<file path="config.mk">
export PLATFORM = sky130hd
export DESIGN_NAME = wildcard_pattern_matcher
export DESIGN_NICKNAME = d
export VERILOG_FILES = /design/src/rtl/wpm_pkg.sv /design/src/rtl/wpm_cell.sv /design/src/rtl/wildcard_pattern_matcher.sv
export SDC_FILE = /design/constraint.sdc
export NUM_CORES = 2
export LEC_CHECK = 0
export BUFFER_PORTS_ARGS = -buffer_cell sky130_fd_sc_hd__buf_2
export CAP_MARGIN = 10
export CORE_ASPECT_RATIO = 0.7
export CORE_MARGIN = 2
export CORE_UTILIZATION = 63
export CTS_CLUSTER_DIAMETER = 200
export DETAILED_ROUTE_END_ITERATION = 16
export GPL_TIMING_DRIVEN = 0
export PLACE_DENSITY = 0.85
export SKIP_LAST_GASP = 1
export SLEW_MARGIN = 20
export SYNTH_ARGS = -nofsm -noshare
export SYNTH_HDL_FRONTEND = slang
export SYNTH_HIERARCHICAL = 1
export SYNTH_SLANG_ARGS = --single-unit
</file>
<file path="constraint.sdc">
create_clock -name clock -period 23.8 [get_ports clock]
set_clock_uncertainty 0.05 [all_clocks]
set_input_delay 2.38 -clock clock [delete_from_list [all_inputs] [get_ports clock]]
set_output_delay 2.38 -clock clock [all_outputs]
set_load 0.03 [all_outputs]
</file>
<file path="src/rtl/wpm_pkg.sv">
`timescale 1ns / 1ps

package wpm_pkg;

   // Number of pattern positions, and with it the number of cells in the row.
   localparam int PATTERN_MAX = 64;
   localparam int SEL_W = (PATTERN_MAX > 1) ? $clog2(PATTERN_MAX) : 1;

   localparam int SYM_W = 8;
   localparam int IDX_W = 6;
   localparam int OP_W  = 2;
   localparam int LEN_W = 7;
   localparam int POS_W = 32;

   localparam int REQ_DATA_W = 16;
   localparam int RSP_DATA_W = 40;

   localparam logic [SYM_W-1:0] WILDCARD = 8'd63;
   localparam logic [POS_W-1:0] POS_MAX  = {POS_W{1'b1}};

   localparam logic [OP_W-1:0] OP_LOAD       = 2'd0;
   localparam logic [OP_W-1:0] OP_TEXT_FIRST = 2'd1;
   localparam logic [OP_W-1:0] OP_TEXT_NEXT  = 2'd2;

   typedef enum logic {
      ST_RUN,
      ST_REPLAY
   } state_type;

   // What one cell hands to the next: its window byte, whether that byte belongs
   // to the current text, and whether the pattern prefix ending here matched.
   typedef struct packed {
      logic [SYM_W-1:0] sym;
      logic             vld;
      logic             hit;
      logic             head;
   } link_type;

   // Signals driven to every cell alike.
   typedef struct packed {
      logic [SYM_W-1:0] sym;
      logic             sym_vld;
      logic             shift;
      logic             clear;
      logic [SYM_W-1:0] pat_sym;
   } bcast_type;

endpackage

</file>
<file path="src/rtl/wpm_cell.sv">
`timescale 1ns / 1ps

module wpm_cell (
   input  logic                clock,
   input  logic                reset,
   input  wpm_pkg::bcast_type  bcast,
   input  logic                pat_we,
   input  wpm_pkg::link_type   link_prev,
   output wpm_pkg::link_type   link_next,
   output logic                hit_next
);

   logic [wpm_pkg::SYM_W-1:0] pat_ff;
   logic [wpm_pkg::SYM_W-1:0] sym_ff;
   logic [wpm_pkg::SYM_W-1:0] sym_in;
   logic                      vld_ff;
   logic                      vld_in;
   logic                      hit_ff;
   logic                      hit_in;
   logic                      keep;
   logic                      sym_eq;

   // A new text drops everything behind the first cell.
   always_comb begin
      keep   = link_prev.head | ~bcast.clear;
      sym_eq = (pat_ff == bcast.sym) | (pat_ff == wpm_pkg::WILDCARD);
      hit_in = link_prev.hit & keep & bcast.sym_vld & sym_eq;
      vld_in = link_prev.vld & keep;
      sym_in = link_prev.sym;
   end

   always_ff @(posedge clock) begin
      if (reset) begin
         vld_ff <= 1'b0;
         hit_ff <= 1'b0;
      end else if (bcast.shift) begin
         vld_ff <= vld_in;
         hit_ff <= hit_in;
      end
   end

   always_ff @(posedge clock) begin
      if (bcast.shift) begin
         sym_ff <= sym_in;
      end
      if (pat_we) begin
         pat_ff <= bcast.pat_sym;
      end
   end

   assign link_next.sym  = sym_ff;
   assign link_next.vld  = vld_ff;
   assign link_next.hit  = hit_ff;
   assign link_next.head = 1'b0;
   assign hit_next       = hit_in;

endmodule

</file>
<file path="src/rtl/wildcard_pattern_matcher.sv">
`timescale 1ns / 1ps

// Streaming matcher of a stored pattern, where the pattern byte '?' matches any byte.
// Requests enter on req_*: req_tuser carries the operation (load pattern byte,
// first byte of a new text, next text byte) and req_tdata the index and symbol.
// Each text request gives one response on rsp_*: a match flag and the start
// position of the matching window; loads give none. csr_* sets the pattern length.
// The pattern sits in a row of cells, one per position. Each cell keeps one window
// byte and a flag telling whether the pattern prefix ending at it matched; the
// flags move one cell along per text byte, so while no rebuild runs and the output
// is free a request is taken every cycle, its response registered on acceptance.
// A response waits in that register while rsp_tready is low; a new request is
// taken in the same cycle that the waiting response leaves.
// When pattern bytes are loaded in the middle of a text, the next text byte waits
// while the state machine enters replay and the window is rotated once through
// the row to rebuild the flags.
// Reset leaves an empty window, position zero and length one; pattern contents
// are undefined until loaded.
module wildcard_pattern_matcher (
   input  logic                             clock,
   input  logic                             reset,
   input  logic                             req_tvalid,
   output logic                             req_tready,
   // [5:0] pattern_index, [13:6] symbol, [15:14] zero
   input  logic [wpm_pkg::REQ_DATA_W-1:0]   req_tdata,
   // [1:0] operation
   input  logic [wpm_pkg::OP_W-1:0]         req_tuser,
   output logic                             rsp_tvalid,
   input  logic                             rsp_tready,
   // [0] match_found, [32:1] match_start, [39:33] zero
   output logic [wpm_pkg::RSP_DATA_W-1:0]   rsp_tdata,
   input  logic                             csr_we,
   input  logic [wpm_pkg::LEN_W-1:0]        csr_wdata
);

   localparam int NCELL = wpm_pkg::PATTERN_MAX;
   localparam int SEL_W = wpm_pkg::SEL_W;
   localparam int POS_W = wpm_pkg::POS_W;

   wpm_pkg::state_type state_ff, state_in;
   logic [SEL_W-1:0]   cnt_ff, cnt_in;
   logic               dirty_ff, dirty_in;
   logic [wpm_pkg::LEN_W-1:0] len_ff;
   logic [POS_W-1:0]   pos_ff, pos_in;
   logic               rsp_valid_ff, rsp_valid_in;
   logic               rsp_hit_ff, rsp_hit_in;
   logic [POS_W-1:0]   rsp_start_ff, rsp_start_in;

   logic [wpm_pkg::OP_W-1:0]  op;
   logic [wpm_pkg::IDX_W-1:0] idx;
   logic [wpm_pkg::SYM_W-1:0] sym;
   logic               is_text;
   logic               need_replay;
   logic               out_free;
   logic               in_run;
   logic               replay_step;
   logic               replay_last;
   logic               acc;
   logic [SEL_W-1:0]   eff_m1;
   logic [POS_W-1:0]   here;
   logic               hit_sel;

   wpm_pkg::bcast_type bcast;
   wpm_pkg::link_type  links [NCELL+1];
   logic [NCELL-1:0]   hit_next;
   logic [NCELL-1:0]   pat_we;

   assign op  = req_tuser;
   assign idx = req_tdata[wpm_pkg::IDX_W-1:0];
   assign sym = req_tdata[wpm_pkg::IDX_W +: wpm_pkg::SYM_W];

   always_comb begin
      is_text     = (op == wpm_pkg::OP_TEXT_FIRST) || (op == wpm_pkg::OP_TEXT_NEXT);
      need_replay = req_tvalid && (op == wpm_pkg::OP_TEXT_NEXT) && dirty_ff
                    && links[1].vld;
      out_free    = !rsp_valid_ff || rsp_tready;
      replay_last = (cnt_ff == SEL_W'(NCELL - 1));
   end

   // State machine: next state.
   always_comb begin
      state_in = state_ff;
      unique case (state_ff)
         wpm_pkg::ST_RUN: begin
            if (need_replay) begin
               state_in = wpm_pkg::ST_REPLAY;
            end
         end
         wpm_pkg::ST_REPLAY: begin
            if (replay_last) begin
               state_in = wpm_pkg::ST_RUN;
            end
         end
         default: state_in = wpm_pkg::ST_RUN;
      endcase
   end

   // State machine: outputs.
   always_comb begin
      in_run      = 1'b0;
      replay_step = 1'b0;
      unique case (state_ff)
         wpm_pkg::ST_RUN:    in_run = 1'b1;
         wpm_pkg::ST_REPLAY: replay_step = 1'b1;
         default:            in_run = 1'b0;
      endcase
   end

   assign req_tready = in_run && out_free && !need_replay;
   assign acc        = req_tvalid && req_tready;

   // During a replay the oldest window byte comes back round into the first cell.
   always_comb begin
      bcast.sym     = replay_step ? links[NCELL].sym : sym;
      bcast.sym_vld = replay_step ? links[NCELL].vld : 1'b1;
      bcast.shift   = replay_step || (acc && is_text);
      bcast.clear   = !replay_step && (op == wpm_pkg::OP_TEXT_FIRST);
      bcast.pat_sym = sym;
      links[0].sym  = bcast.sym;
      links[0].vld  = bcast.sym_vld;
      links[0].hit  = 1'b1;
      links[0].head = 1'b1;
   end

   for (genvar j = 0; j < NCELL; j++) begin : g_cell
      assign pat_we[j] = acc && (op == wpm_pkg::OP_LOAD)
                         && (idx == wpm_pkg::IDX_W'(j));
      wpm_cell u_cell (
         .clock     (clock),
         .reset     (reset),
         .bcast     (bcast),
         .pat_we    (pat_we[j]),
         .link_prev (links[j]),
         .link_next (links[j+1]),
         .hit_next  (hit_next[j])
      );
   end

   // A length of zero acts as one, and one beyond the row as the whole row.
   always_comb begin
      if (len_ff == '0) begin
         eff_m1 = '0;
      end else if (len_ff > wpm_pkg::LEN_W'(NCELL)) begin
         eff_m1 = SEL_W'(NCELL - 1);
      end else begin
         eff_m1 = SEL_W'(len_ff - 1'b1);
      end
   end

   always_comb begin
      here         = (op == wpm_pkg::OP_TEXT_FIRST) ? '0 : pos_ff;
      pos_in       = (here == wpm_pkg::POS_MAX) ? here : here + 1'b1;
      hit_sel      = hit_next[eff_m1];
      rsp_hit_in   = hit_sel;
      rsp_start_in = hit_sel ? here - POS_W'(eff_m1) : '0;
   end

   always_comb begin
      cnt_in = cnt_ff;
      if (replay_step) begin
         cnt_in = replay_last ? '0 : cnt_ff + 1'b1;
      end
   end

   always_comb begin
      dirty_in = dirty_ff;
      if (replay_step && replay_last) begin
         dirty_in = 1'b0;
      end else if (acc && op == wpm_pkg::OP_TEXT_FIRST) begin
         dirty_in = 1'b0;
      end else if (acc && op == wpm_pkg::OP_LOAD && links[1].vld) begin
         dirty_in = 1'b1;
      end
   end

   always_comb begin
      rsp_valid_in = rsp_valid_ff && !rsp_tready;
      if (acc && is_text) begin
         rsp_valid_in = 1'b1;
      end
   end

   always_ff @(posedge clock) begin
      if (reset) begin
         state_ff     <= wpm_pkg::ST_RUN;
         cnt_ff       <= '0;
         dirty_ff     <= 1'b0;
         len_ff       <= wpm_pkg::LEN_W'(1);
         pos_ff       <= '0;
         rsp_valid_ff <= 1'b0;
      end else begin
         state_ff     <= state_in;
         cnt_ff       <= cnt_in;
         dirty_ff     <= dirty_in;
         rsp_valid_ff <= rsp_valid_in;
         if (csr_we) begin
            len_ff <= csr_wdata;
         end
         if (acc && is_text) begin
            pos_ff <= pos_in;
         end
      end
   end

   always_ff @(posedge clock) begin
      if (acc && is_text) begin
         rsp_hit_ff   <= rsp_hit_in;
         rsp_start_ff <= rsp_start_in;
      end
   end

   assign rsp_tvalid = rsp_valid_ff;
   assign rsp_tdata  = {{(wpm_pkg::RSP_DATA_W - POS_W - 1){1'b0}}, rsp_start_ff, rsp_hit_ff};

`ifndef SYNTHESIS
   a_no_req_in_replay: assert property (@(posedge clock) disable iff (reset)
      (state_ff == wpm_pkg::ST_REPLAY) |-> !req_tready)
      else $error("request taken during window replay");

   a_replay_clears_dirty: assert property (@(posedge clock) disable iff (reset)
      (state_ff == wpm_pkg::ST_REPLAY && replay_last) |=> !dirty_ff)
      else $error("pattern still marked changed after replay");

   a_cnt_idle_zero: assert property (@(posedge clock) disable iff (reset)
      (state_ff == wpm_pkg::ST_RUN) |-> (cnt_ff == '0))
      else $error("replay counter not at zero outside replay");

   a_hit_needs_length: assert property (@(posedge clock) disable iff (reset)
      (acc && is_text && hit_sel) |-> (here >= POS_W'(eff_m1)))
      else $error("match reported before enough text arrived");

   a_rsp_held: assert property (@(posedge clock) disable iff (reset)
      (rsp_valid_ff && !rsp_tready) |=> (rsp_valid_ff && $stable(rsp_start_ff)))
      else $error("stalled response lost or changed");
`endif

endmodule

</file>
==> tab_implementation.tex <==
\begin{tabular}{lr}
\hline
Metric & Value \\
\hline
\multicolumn{2}{l}{\textbf{Worst setup path}} \\
CP Cell Sequence & buf\_2, inv\_1, ha\_1, clkbuf\_1, inv\_1, clkbuf\_1, clkbuf\_1, nor2\_4, buf\_16, nand2b\_1, nor3b\_1, o21ai\_0, a31oi\_1, a211oi\_1, o32ai\_1, a221o\_1, a32oi\_2, buf\_4, nor2\_1 \\
Number of cells on the worst reg-to-reg path & 16 \\
Data required, critical path & 24190 ps \\
Largest fanout on the critical path & 15 \\
Critical Path Source Type & primary input \\
Largest stage delay, worst path & 630 ps \\
Type of the setup path with the least slack & primary input to register \\
Most used cell along the critical path & clkbuf\_1 \\
Endpoint of the lowest-slack register-to-register path & rsp\_start\_ff[2] \\
Critical path's top delay family & buffers and inverters \\
Slowest-stage cell, CP & nor2\_4 \\
Sum of buffers and inverters on the critical path & 8 \\
Crit path capture type & register \\
Arr. time, crit path & 7810 ps \\
Start of the worst register-to-register path & state\_ff \\
FF-to-FF setup slack & 17480 ps \\
\multicolumn{2}{l}{\textbf{Job}} \\
Max capacitance violation total & 0 \\
\multicolumn{2}{l}{\textbf{Power and ir drop}} \\
Relative contribution of the clock network to total power & 39.0\% \\
PwrDens & 77.4 nW/um2 \\
Leakage power figure & 20.1 nW \\
Switching power total & 0.00101 W \\
Sw frac & 22.3\% \\
Proportion of power drawn by flip-flops and latches & 53.9\% \\
Internal power summed over all cells & 0.00352 W \\
Worst ir drop on vdd & 0.0834 mV \\
Gate power share & 7.1\% \\
\multicolumn{2}{l}{\textbf{Cells and area}} \\
Commonest non-fill, non-tap cell in the layout & edfxtp\_1 \\
Area growth from synthesis to layout & 12.1\% \\
Multi-input gate area & 15300 um2 \\
Fillers & 5127 \\
Commonest non-fill, non-tap cells in the layout & edfxtp\_1 (1057), xor2\_1 (526), nand2\_1 (304), a21oi\_1 (230), buf\_4 (209) \\
Antenna diode instance count & 0 \\
Number of nets in the final layout & 4123 \\
Seq. cell area & 35200 um2 \\
Layout cell share with drive strength beyond 1 & 12.3\% \\
\multicolumn{2}{l}{\textbf{Clocking}} \\
Clock net sink count & 1232 \\
CTS root buf & clkbuf\_16 \\
Number of gates resized after CTS & 0 \\
Number of CTS-inserted buffers & 106 \\
Clock tree from TritonCTS & done \\
Clock-pin slew of the registers on the worst-case setup and hold paths & 60 ps \\
Number of buffers inserted for hold repair after clock tree synthesis & 0 \\
Clock latency on the worst-skew pair & 690 ps \\
Post-CTS Setup Inserts & 0 \\
H-tree Lvls & 3 \\
Clock Path Buffers & 3 \\
\multicolumn{2}{l}{\textbf{Min path}} \\
Start point of the worst min-delay path & g\_cell[46].u\_cell/sym\_ff[6] \\
Number of cells on the worst hold path & 0 \\
Hold/Removal Path Class & register to register \\
Endpoint of the worst hold-timing path & g\_cell[47].u\_cell/sym\_ff[6] \\
\multicolumn{2}{l}{\textbf{Detailed routing}} \\
Max Used Layer & met5 \\
Total length of routed met3 wires & 15.2 mm \\
Count of vias placed by the detailed router & 32600 \\
Number of nets with antenna violations after routing & 0 \\
Drc violations & 0 \\
Metal1 wirelength & 51.3 mm \\
Per-cell routed wire length & 23.3 um \\
Initial detailed-routing violation count & 4411 \\
Post-detailed-routing wire length & 122 mm \\
Length of routed met2 wiring & 52.8 mm \\
Mean number of vias per cell & 6.20 \\
DRT Pass-1 Iters & 6 \\
\multicolumn{2}{l}{\textbf{STA}} \\
Period utilization & 31.2\% \\
Final hold vios & 0 \\
PnR worst setup slack & 16380 ps \\
Setup Total Neg Slack & 0 ps \\
Setup repair after global routing missed its margin & false \\
Max Freq & 135 MHz \\
Tightest hold margin & 358 ps \\
Pins over their slew limit & 0 \\
Post-layout min period & 7420 ps \\
Max\_slew headroom & 21.1\% \\
Slew at the pin closest to its max-slew limit & 1180 ps \\
Final setup viols & 0 \\
\multicolumn{2}{l}{\textbf{Global routing}} \\
First-pass GRT wire length & 184 mm \\
Pin count of the biggest net entering global routing & 109 \\
Global-route congestion overflow total & 0 \\
Total global routing track utilization & 28.5\% \\
Vias in the first global route & 31400 \\
Initial antenna violation count & 1 \\
\multicolumn{2}{l}{\textbf{Die}} \\
Die span in x & 348 um \\
Top Ports & 72 \\
Die footprint & 85200 um2 \\
Standard-cell rows & 88 \\
Initial Utilization & 63.5\% \\
Die boundary height & 245 um \\
Floorplan Core Area & 82200 um2 \\
\multicolumn{2}{l}{\textbf{Yosys}} \\
Yosys Warn Count & 6 \\
Instance count of the mapped netlist & 3868 \\
Netlist area before placement & 52200 um2 \\
Post-synthesis average cell area & 13.5 um2 \\
\multicolumn{2}{l}{\textbf{Run status}} \\
Status & finished clean \\
\multicolumn{2}{l}{\textbf{Placed design}} \\
Worst setup slack before clock tree synthesis & 16080 ps \\
Port Buf Inserts & 61 \\
DP HPWL & 73.8 mm \\
GPL Wtd Cong & 0.971 \\
\hline
\end{tabular}
==> per-layer routing <==
| layer | global-route usage, % | vias up |
|---|---|---|
| li1 | - | 14500 |
| met2 | 41.9 | 1916 |
| met4 | 8.39 | 2 |
| met3 | 6.81 | 284 |
| met5 | 0 | - |
| met1 | 42.6 | 15900 |
==> power by group through the flow <==
| stage | registers (W) | clock network, W | logic, W |
|---|---|---|---|
| after floorplan | 0.00254 | 0 | 0.000181 |
| after global placement | 0.00256 | 0 | 0.000297 |
| after detailed placement | 0.00249 | 0 | 0.000312 |
| after CTS | 0.00244 | 0.00179 | 0.000315 |
| after global routing | 0.00244 | 0.00188 | 0.000340 |
| final | 0.00244 | 0.00177 | 0.000323 |
==> per-stage QoR <==
stage	util, %	std cells	area (um2)	total power, W
after floorplan	-	3875	52200	0.00272
after global placement	65.5	5016	53900	0.00285
after detailed placement	66.8	5051	54900	0.00280
after CTS	71.2	5251	58500	0.00455
after global routing	71.2	5251	58500	0.00466
final	71.2	5251	58500	0.00453
==> cell type report <==
cell class                      count  area share [%]
Tap cell                         1080            2.31
Buffer                            254            2.96
Inverter                           30           0.192
Clock buffer                      132            4.81
Clock inverter                     68            1.34
Multi-Input combinational cell   2359            26.1
Timing Repair Buffer               96            2.09
Sequential cell                  1232            60.2
==> how the worst max path moves through the flow <==
stage,slack (ps),startpoint,cells after the start,to
floorplan,4270,req_tuser[0],9,g_cell[0].u_cell/hit_ff
global placement,-4460,req_tuser[0],9,g_cell[63].u_cell/vld_ff
detailed placement,16080,req_tuser[1],20,rsp_start_ff[2]
CTS,16720,req_tuser[1],20,rsp_start_ff[5]
global route,16400,req_tuser[1],20,rsp_start_ff[29]
finish,16380,req_tuser[1],19,rsp_start_ff[29]
==> sequential cells by signal, summed over array words and instances (netlist names), 6 cells and up <==
register,flops
g_cell.u_cell/pat_ff,512
g_cell.u_cell/sym_ff,512
g_cell.u_cell/vld_ff,64
g_cell.u_cell/hit_ff,63
pos_ff,32
rsp_start_ff,32
len_ff,7
cnt_ff,6
(Power assumes the default switching activity.)
